File: src/design/pls_pkg.sv
// ---------------------------------------------------------------------------
// pls_pkg: shared types and constants of the positional list store
// Command and status codes, field widths and the cell control word.
// ---------------------------------------------------------------------------
package pls_pkg;

   localparam int DATA_W       = 32;
   localparam int CMD_W        = 3;
   localparam int POS_W        = 5;
   localparam int STAT_W       = 2;
   localparam int CNT_OUT_W    = 5;
   localparam int CAPACITY_DEF = 16;

   localparam logic signed [DATA_W-1:0] READ_MISS = -32'sd1;

   typedef enum logic [CMD_W-1:0] {
      CMD_APPEND  = 3'd0,
      CMD_PREPEND = 3'd1,
      CMD_INSERT  = 3'd2,
      CMD_READ    = 3'd3,
      CMD_DELETE  = 3'd4
   } cmd_type;

   typedef enum logic [STAT_W-1:0] {
      ST_DONE  = 2'd0,
      ST_RANGE = 2'd1,
      ST_FULL  = 2'd2
   } status_type;

   // broadcast to every cell in the cycle a word is taken
   typedef struct packed {
      logic ins_en;
      logic del_en;
   } cell_ctl_type;

endpackage

File: src/design/pls_cell.sv
// ---------------------------------------------------------------------------
// pls_cell: one slot of the list store
// Holds one element; shifts from its left or right neighbor, loads new data
// at the insert position, or holds.
// ---------------------------------------------------------------------------
module pls_cell #(
   parameter int INDEX = 0,
   parameter int CMPW  = 5
) (
   input  logic                                 clock,
   input  pls_pkg::cell_ctl_type                ctl,
   input  logic [CMPW-1:0]                      pos,
   input  logic signed [pls_pkg::DATA_W-1:0]    data_in,
   input  logic signed [pls_pkg::DATA_W-1:0]    left_value,
   input  logic signed [pls_pkg::DATA_W-1:0]    right_value,
   output logic signed [pls_pkg::DATA_W-1:0]    value,
   output logic signed [pls_pkg::DATA_W-1:0]    read_value
);
   import pls_pkg::*;

   localparam logic [CMPW-1:0] MY_IDX = CMPW'(INDEX);

   logic signed [DATA_W-1:0] value_ff;
   logic signed [DATA_W-1:0] value_in;
   logic                     at_pos;
   logic                     above_pos;

   assign at_pos    = (pos == MY_IDX);
   assign above_pos = (MY_IDX > pos);

   always_comb begin
      value_in = value_ff;
      if (ctl.ins_en) begin
         if (above_pos) value_in = left_value;
         else if (at_pos) value_in = data_in;
      end else if (ctl.del_en) begin
         // close the gap: everything from the deleted slot up takes its right neighbor
         if (above_pos || at_pos) value_in = right_value;
      end
   end

   always_ff @(posedge clock) begin
      value_ff <= value_in;
   end

   assign value      = value_ff;
   assign read_value = at_pos ? value_ff : '0;

endmodule

File: src/design/positional_list_store.sv
// ---------------------------------------------------------------------------
// positional_list_store: ordered list with insert and delete at an index
// A row of cells holds the elements in order; inserts shift the cells above
// the position and deletes shift the cells from the position up by one slot.
// ---------------------------------------------------------------------------
// Usage:
//   Request words (req_command, req_position, req_data_in) are taken when
//   req_valid is high and req_stall is low. Commands: append, prepend,
//   insert at position, read at index, delete at index.
//   Each request gives exactly one response word (rsp_data_out, rsp_status,
//   rsp_element_count) taken when rsp_valid is high and rsp_stall is low.
//   The response is registered and shows in the cycle after the request is
//   taken. One command per cycle while req_stall is low; every cell shifts
//   or holds in the same cycle, and the count register is updated in that
//   cycle for the next command.
//   A read selects the addressed cell through an AND-OR tree over the cells.
//   When the receiver stalls, the response holds and req_stall rises; a new
//   request is taken in the same cycle the held response drains.
//   Reset empties the list (count zero) and drops any pending response; the
//   cell contents are left as they are and are never read before written.
// ---------------------------------------------------------------------------
module positional_list_store #(
   parameter int CAPACITY = pls_pkg::CAPACITY_DEF
) (
   input  logic                                 clock,
   input  logic                                 reset,
   input  logic                                 req_valid,
   output logic                                 req_stall,
   input  logic [pls_pkg::CMD_W-1:0]            req_command,
   input  logic [pls_pkg::POS_W-1:0]            req_position,
   input  logic signed [pls_pkg::DATA_W-1:0]    req_data_in,
   output logic                                 rsp_valid,
   input  logic                                 rsp_stall,
   output logic signed [pls_pkg::DATA_W-1:0]    rsp_data_out,
   output logic [pls_pkg::STAT_W-1:0]           rsp_status,
   output logic [pls_pkg::CNT_OUT_W-1:0]        rsp_element_count
);
   import pls_pkg::*;

   localparam int CW   = $clog2(CAPACITY + 1);
   localparam int CMPW = (CW > POS_W) ? CW : POS_W;
   localparam logic [CW-1:0] FULL_COUNT = CW'(CAPACITY);

   logic [CW-1:0]            count_ff;
   logic [CW-1:0]            count_in;
   logic                     rsp_valid_ff;
   logic signed [DATA_W-1:0] rsp_data_ff;
   logic [STAT_W-1:0]        rsp_status_ff;
   logic [CNT_OUT_W-1:0]     rsp_count_ff;

   logic                     accept;
   logic [CMPW-1:0]          pos_ext;
   logic [CMPW-1:0]          cnt_ext;
   logic [CMPW-1:0]          cell_pos;
   cell_ctl_type             ctl;
   logic                     is_ins;
   logic [CMPW-1:0]          ins_pos;
   logic signed [DATA_W-1:0] data_res;
   status_type               status_res;
   logic signed [DATA_W-1:0] read_data;
   logic [CMPW-1:0]          count_res_ext;

   logic signed [DATA_W-1:0] cell_value [CAPACITY];
   logic signed [DATA_W-1:0] cell_read  [CAPACITY];

   assign req_stall = rsp_valid_ff && rsp_stall;
   assign accept    = req_valid && !req_stall;
   assign pos_ext   = CMPW'(req_position);
   assign cnt_ext   = CMPW'(count_ff);

   always_comb begin
      read_data = '0;
      for (int i = 0; i < CAPACITY; i++) read_data = read_data | cell_read[i];
   end

   always_comb begin
      is_ins     = 1'b0;
      ins_pos    = pos_ext;
      data_res   = '0;
      status_res = ST_DONE;
      count_in   = count_ff;
      ctl        = '0;
      cell_pos   = pos_ext;
      unique case (req_command)
         CMD_APPEND: begin
            is_ins  = 1'b1;
            ins_pos = cnt_ext;
         end
         CMD_PREPEND: begin
            is_ins  = 1'b1;
            ins_pos = '0;
         end
         CMD_INSERT: begin
            is_ins  = 1'b1;
            ins_pos = pos_ext;
         end
         CMD_READ: begin
            if (pos_ext < cnt_ext) begin
               data_res = read_data;
            end else begin
               data_res   = READ_MISS;
               status_res = ST_RANGE;
            end
         end
         CMD_DELETE: begin
            if (pos_ext < cnt_ext) begin
               ctl.del_en = accept;
               count_in   = CW'(count_ff - 1'b1);
            end else begin
               status_res = ST_RANGE;
            end
         end
         default: ;
      endcase
      if (is_ins) begin
         cell_pos = ins_pos;
         // range check comes before the full check
         if (ins_pos > cnt_ext) begin
            status_res = ST_RANGE;
         end else if (count_ff == FULL_COUNT) begin
            status_res = ST_FULL;
         end else begin
            ctl.ins_en = accept;
            count_in   = CW'(count_ff + 1'b1);
         end
      end
      if (!accept) count_in = count_ff;
   end

   assign count_res_ext = CMPW'(count_in);

   for (genvar i = 0; i < CAPACITY; i++) begin : g_cell
      logic signed [DATA_W-1:0] left_v;
      logic signed [DATA_W-1:0] right_v;
      if (i == 0) begin : g_first
         assign left_v = '0;
      end else begin : g_mid_l
         assign left_v = cell_value[i-1];
      end
      if (i == CAPACITY - 1) begin : g_last
         assign right_v = cell_value[i];
      end else begin : g_mid_r
         assign right_v = cell_value[i+1];
      end
      pls_cell #(
         .INDEX (i),
         .CMPW  (CMPW)
      ) u_cell (
         .clock       (clock),
         .ctl         (ctl),
         .pos         (cell_pos),
         .data_in     (req_data_in),
         .left_value  (left_v),
         .right_value (right_v),
         .value       (cell_value[i]),
         .read_value  (cell_read[i])
      );
   end

   always_ff @(posedge clock) begin
      if (reset) begin
         count_ff     <= '0;
         rsp_valid_ff <= 1'b0;
      end else begin
         count_ff <= count_in;
         if (accept) rsp_valid_ff <= 1'b1;
         else if (!rsp_stall) rsp_valid_ff <= 1'b0;
      end
   end

   // payload loads only with a new word, so a stalled response holds
   always_ff @(posedge clock) begin
      if (accept) begin
         rsp_data_ff   <= data_res;
         rsp_status_ff <= status_res;
         rsp_count_ff  <= count_res_ext[CNT_OUT_W-1:0];
      end
   end

   assign rsp_valid         = rsp_valid_ff;
   assign rsp_data_out      = rsp_data_ff;
   assign rsp_status        = rsp_status_ff;
   assign rsp_element_count = rsp_count_ff;

endmodule

File: config.mk
export PLATFORM = sky130hd
export DESIGN_NAME = positional_list_store
export DESIGN_NICKNAME = d
export VERILOG_FILES = /design/src/design/pls_pkg.sv /design/src/design/pls_cell.sv /design/src/design/positional_list_store.sv
export SDC_FILE = /design/constraint.sdc
export NUM_CORES = 1
export LEC_CHECK = 0
export BUFFER_PORTS_ARGS = -buffer_cell sky130_fd_sc_hd__buf_4
export CORE_ASPECT_RATIO = 0.9
export CORE_MARGIN = 3
export CORE_UTILIZATION = 35
export CTS_BUF_LIST = sky130_fd_sc_hd__clkbuf_4
export CTS_CLUSTER_SIZE = 28
export DETAILED_ROUTE_END_ITERATION = 12
export HOLD_SLACK_MARGIN = 0.08
export SKIP_LAST_GASP = 1
export SLEW_MARGIN = 20
export SYNTH_ARGS = -nofsm -noshare
export SYNTH_HDL_FRONTEND = slang
export SYNTH_HIERARCHICAL = 1
export SYNTH_SLANG_ARGS = --single-unit
File: constraint.sdc
create_clock -name clock -period 15.25 [get_ports clock]
set_input_delay 2.2875 -clock clock [delete_from_list [all_inputs] [get_ports clock]]
set_output_delay 2.2875 -clock clock [all_outputs]
set_load 0.05 [all_outputs]
Word level (Yosys, flattened, before mapping):

Cells that the tools add are included.

* $add $sub $neg: 2
* order comparisons: 18
* equal/unequal tests: 36
* mux-type cells: 115
* bitwise logic cells: 15
* reductions and logical operators: 55

Operators with widths (number)
* $mux 32: 94
* $or 32x32->32: 15
* $ne 3x1->1 const B: 15
* $reduce_and 3->1: 15
* $eq 5x4->1 const B: 8
* $gt 4x5->1 const A: 8
* $mux 5: 7
* $reduce_bool 2->1: 17
* $eq 5x3->1 const B: 4
* $gt 3x5->1 const A: 4
* $logic_or 1x1->1: 15
* $eq 5x2->1 const B: 2
* $gt 1x5->1 const A: 2
* $gt 2x5->1 const A: 2
* $mux 1: 10
* $pmux 5 s2: 1
* $eq 3x2->1 const B: 2
* $mux 2: 3
* $add 5x1->5 const B: 1
* $eq 5x1->1 const B: 1
* $eq 5x5->1 const B: 1
* $gt 5x5->1: 1
* $logic_not 5->1: 1
* $lt 5x5->1: 1
* 10 further kinds: 11

* register bits after elaboration: 557
* word-level logic and storage cells: 262

Longest topological paths before layout:

* word-level depth: 22
* mapped depth: 15
* depth with buffers taken out: 12

Cells and area by module:

Netlist, hierarchy kept.

Modules (own cells, without submodules)
* positional_list_store: instances 1, cells an instance 353, area an instance 3370.7 um2, seq. area each 1291.2 um2
* pls_cell at g_cell[4].u_cell: instances 1, cells an instance 229, area an instance 2368.5 um2, seq. area each 960.9 um2
* pls_cell at g_cell[8].u_cell: instances 1, cells an instance 256, area an instance 2356.0 um2, seq. area each 960.9 um2
* pls_cell at g_cell[11].u_cell: instances 1, cells an instance 224, area an instance 2277.2 um2, seq. area each 960.9 um2
* pls_cell at g_cell[9].u_cell: instances 1, cells an instance 221, area an instance 2114.5 um2, seq. area each 960.9 um2
* pls_cell at g_cell[13].u_cell: instances 1, cells an instance 221, area an instance 2104.5 um2, seq. area each 960.9 um2
* pls_cell at g_cell[1].u_cell: instances 1, cells an instance 222, area an instance 2070.7 um2, seq. area each 960.9 um2
* pls_cell at g_cell[5].u_cell: instances 1, cells an instance 222, area an instance 1969.4 um2, seq. area each 960.9 um2
* pls_cell at g_cell[3].u_cell: instances 1, cells an instance 214, area an instance 1903.1 um2, seq. area each 960.9 um2
* pls_cell at g_cell[15].u_cell: instances 1, cells an instance 214, area an instance 1889.3 um2, seq. area each 960.9 um2
* pls_cell at g_cell[14].u_cell: instances 1, cells an instance 214, area an instance 1888.1 um2, seq. area each 960.9 um2
* pls_cell at g_cell[2].u_cell: instances 1, cells an instance 177, area an instance 1881.8 um2, seq. area each 960.9 um2
* pls_cell at g_cell[6].u_cell: instances 1, cells an instance 177, area an instance 1878.1 um2, seq. area each 960.9 um2
* pls_cell at g_cell[7].u_cell: instances 1, cells an instance 214, area an instance 1869.3 um2, seq. area each 960.9 um2
* +3 rows

Worst setup path after synthesis:

OpenSTA, ideal clock, no wires.

* path type: input to register
* start: in req_command[1] in the netlist's numbering
* end: reg g_cell[4].u_cell.value_ff[0], enable pin
* library setup time: 0.595 ns
* arrival: 14.476 ns
* path slack: 0.179 ns
* stages: 13
* cell sequence: buf_2 o41ai_1 inv_1 ha_1 and4_1 and3_1 a21o_4 nand2_1 nor2_1 clkbuf_1 buf_2 nor2_1 a2111oi_0

* cells in the longest elaborated chain, start to end: 8
* elaborated cells on any way between the ends: 19
* those cells by class: 2 x order compare; 5 x eq/ne; 6 x mux; 6 x reduce/logical

RTL lines
* from (decl): RTL line positional_list_store.sv:29 `input logic [pls_pkg::CMD_W-1:0] req_command,`
* $eq 3x1->1, or another cell as far along: RTL line positional_list_store.sv:84 `unique case (req_command)`
* $reduce_or 3->1 (no source line)
* $mux 1: RTL line positional_list_store.sv:84
* $mux 5 (*): RTL line positional_list_store.sv:115 `if (is_ins) begin`
* net cell_pos[0]: RTL line positional_list_store.sv:54 `logic [CMPW-1:0] cell_pos;`
* $gt 3x5->1 or $eq 5x3->1 (tied branches): RTL line pls_cell.sv:29, pls_cell.sv:28
* $logic_or 1x1->1: RTL line pls_cell.sv:38 `if (above_pos || at_pos) value_in = right_value;`
* $reduce_bool 2->1 (no source line)
* $reduce_and 3->1 (no source line) (*)
* to (signal assigned): RTL line pls_cell.sv:43 `value_ff <= value_in;`
* to (decl): RTL line pls_cell.sv:23 `logic signed [DATA_W-1:0] value_ff;`

Mark *: on every way through the listed nets, which the timed path passes. The rest lies on a longest branch.
A chain may end at the register's enable or synchronous reset.

Final worst setup path:

* start: in req_command[1] in the netlist's numbering
* end: reg g_cell[0].u_cell.value_ff[14], enable pin

* cells in the longest elaborated chain, start to end: 8
* elaborated cells on any way between the ends: 19
* those cells by class: 2 x order compare; 4 x eq/ne; 6 x mux; 7 x reduce/logical

RTL lines (RTL line)
* $eq 3x1->1, or another cell as far along: positional_list_store.sv:84
* $reduce_or 3->1 (no source line)
* $mux 1: positional_list_store.sv:84
* $mux 5 (*): positional_list_store.sv:115
* net cell_pos[0]: positional_list_store.sv:54
* $gt 1x5->1 or $logic_not 5->1 (tied branches): pls_cell.sv:29, pls_cell.sv:28
* $logic_or 1x1->1: pls_cell.sv:38
* $reduce_bool 2->1 (no source line)
* $reduce_and 3->1 (no source line) (*)
* to (signal assigned): pls_cell.sv:43
* to (decl): pls_cell.sv:23

Marks and branches as above.

==> impl_metrics.yaml <==
timing:
  hold_violations: 0
  finalSetupViolCount: 0
  tns_ns: 0
  rsz0062_at_grt: "no"
  timing.fmax_ghz: 0.1333
  period_minus_slack_ns: 7.504
  fin_worst_skew_ns: 0.08229
  max_slew.worst_pin.slew_ns: 1.196
  holdWs_ns: 0.5772
  maxSlewHeadroom_pct: 20.29
  finalMaxSlewViolations: 0
  fin_crit_sh_pct: 49.21
critical_path:
  end_kind: "register"
  cpLargestDelayFamily: "buffers and inverters"
  cp_num_cells: 15
  worstPathCellList: "buf_4, o41ai_2, buf_12, inv_1, ha_1, and4_1, and3_1, a21o_4, nand2_1, nor2_4, buf_4, buf_4, nor2_1, nor3_4, buf_4"
  path_buf_inv: 6
  reg2regPathDepth: 15
  slowest_stage: "buf_4"
  path_max_fanout: 112
  crit_path_start_kind: "input port"
  cp.required_ns: 15.94
  crit_top_cell: "buf_4"
  arrival_ns: 8.20
  crit_type: "input port to register"
  max_stage_delay_ns: 0.82
detailed_routing:
  vias_per_cell: 6.008
  wl_per_cell_um: 26.12
  drt-total-wl_um: 133300
  drt_iter0_markers: 4654
  first_pass_iters: 8
  postRouteAntennaNets: 0
  via_count: 30650
  drcViolationCount: 0
clock_tree:
  root_buffer: "clkbuf_4"
  cts.path.max_buffers: 3
  cts_tree: "done"
  cts-buffers-inserted: 164
  clkLatencyLatePin_ns: 1.08
  cts_setup_buffers: 0
  cts_htree_levels: 4
  cts_sinks: 557
  clk_pin_slew_ns: 0.06
  cts.repair.resized: 0
  cts_hold_buffers: 0
synthesis:
  yosysWarnings: 6
  syn_nets: 3686
  synth.avg_cell_area_um2: 9.759
  postSynthCellCount: 3631
  syn-cell-area_um2: 35440
run_status:
  status: "finished, final reports clean"
layout:
  seqCellArea_um2: 16670
  layout-drive-gt1-share_pct: 18.23
  synthToLayoutAreaGrowth_pct: 9.791
  nets: 3702
  multi_input_area_um2: 16760
  fill_cells: 10030
place:
  dp_hpwl_um: 75890
  port_buffers: 84
  place.gp.congestion: 0.8634
floorplanning:
  die_area_um2: 105100
  die_y_um: 307.9
  ioPinCount: 85
  design.core.area_um2: 100200
  start_util_pct: 35.37
  rows: 110
  die_w_um: 341.4
global_routing:
  grtUsageTotal_pct: 24.65
  grt_overflow: 0
  grt_pass1_wl_um: 193800
  grt_pass1_vias: 28430
  antenna_found_initial: 6
  grt_start_max_net_pins: 267
pwr:
  p_leak_uw: 0.01355
  p_per_area_nw_per_um2: 99.26
  ir_drop_v: 0.00005506
run:
  drv_cap: 0
worst_hold_path:
  hold_class: "register to register"
  min_path_cells: 2
==> worst paths after layout <==
path | startpoint | end | slack (ns)
worst max-delay path | req_command[1] | g_cell[0].u_cell/value[14]$_DFFE_PP_ | 7.75
worst min-delay path | cnt_ext[3]$_SDFF_PP0_ | cnt_ext[3]$_SDFF_PP0_ | 0.58
worst max register to register | cnt_ext[0]$_SDFF_PP0_ | g_cell[0].u_cell/value[14]$_DFFE_PP_ | 8.49
worst min register to register | cnt_ext[3]$_SDFF_PP0_ | cnt_ext[3]$_SDFF_PP0_ | 0.58
==> flip-flops by register name, indices dropped and copies added (netlist names) <==
signal and count:
g_cell.u_cell/value 512, rsp_data_out 32, cnt_ext 5, rsp_element_count 5, rsp_valid 1, rsp_status 2
==> metrics by stage <==
stage               setup WS [ns]  total power, uW  instances  utilization, %  instance area (um2)
floorplan                  0.1788             2218       3631               -                35440
global placement            6.767             2419       4820           36.71                36780
detailed placement          6.790             2429       4822           36.74                36820
CTS                         7.906             3872       5093           38.74                38810
global route                7.475             4009       5100           38.82                38900
finish                      7.746             3862       5102           38.83                38900
==> layer usage <==
| metal | share of wire, % | track usage, % | vias up |
|---|---|---|---|
| met4 | 4.0 | 11.26 | 0 |
| met2 | 44 | 37.20 | 1900 |
| met1 | 41 | 33.98 | 14880 |
| li1 | - | - | 13560 |
| met5 | 0 | 0 | - |
| met3 | 11 | 5.118 | 323 |
==> placed cells by master, fill, tap and decap left out, types with 30 or more instances in the layout <==
cell type / count
edfxtp_1: 551
nor2_1: 405
nand2_1: 398
and2_1: 354
a31oi_1: 321
clkbuf_4: 230
buf_4: 161
nor4_1: 128
inv_1: 105
o21ai_0: 105
nand3b_1: 96
a21oi_1: 68
nand4_1: 67
mux2i_1: 64
nor3b_2: 59
o21ai_1: 57
nand3_1: 37
and3_1: 36
o221ai_1: 34
nor2b_1: 33
o21a_1: 33
mux2_2: 32
and2_2: 32
or3b_1: 32
a221o_1: 31
nor3_2: 31
o221ai_2: 30
==> cell type report <==
| cell class | count | share of cell area, % |
|---|---|---|
| clock buffer | 230 | 4.438 |
| multi-input combinational | 2648 | 43.09 |
| tap | 1344 | 4.322 |
| timing repair buffer | 170 | 3.563 |
| antenna | 6 | 0.03859 |
| sequential | 557 | 42.84 |
| inverter | 106 | 1.023 |
| clock inverter | 41 | 0.6915 |
==> worst register-to-register path, stage by stage, from the launching register on <==
cell	delay [ns]
dfxtp_1	0.52
inv_1	0.15
o41ai_2	0.46
buf_12	0.48
inv_1	0.16
ha_1	0.30
and4_1	0.19
and3_1	0.18
a21o_4	0.13
nand2_1	0.11
nor2_4	0.68
buf_4	0.75
buf_4	0.86
nor2_1	0.18
nor3_4	0.78
buf_4	0.47
==> power by group <==
| part | switching, uW | internal (uW) |
|---|---|---|
| Sequential | 27.5 | 1740 |
| Clock | 708 | 740 |
| Combinational | 468 | 177 |
| Total | 1200 | 2660 |
Power figures use the tool's default switching activity.
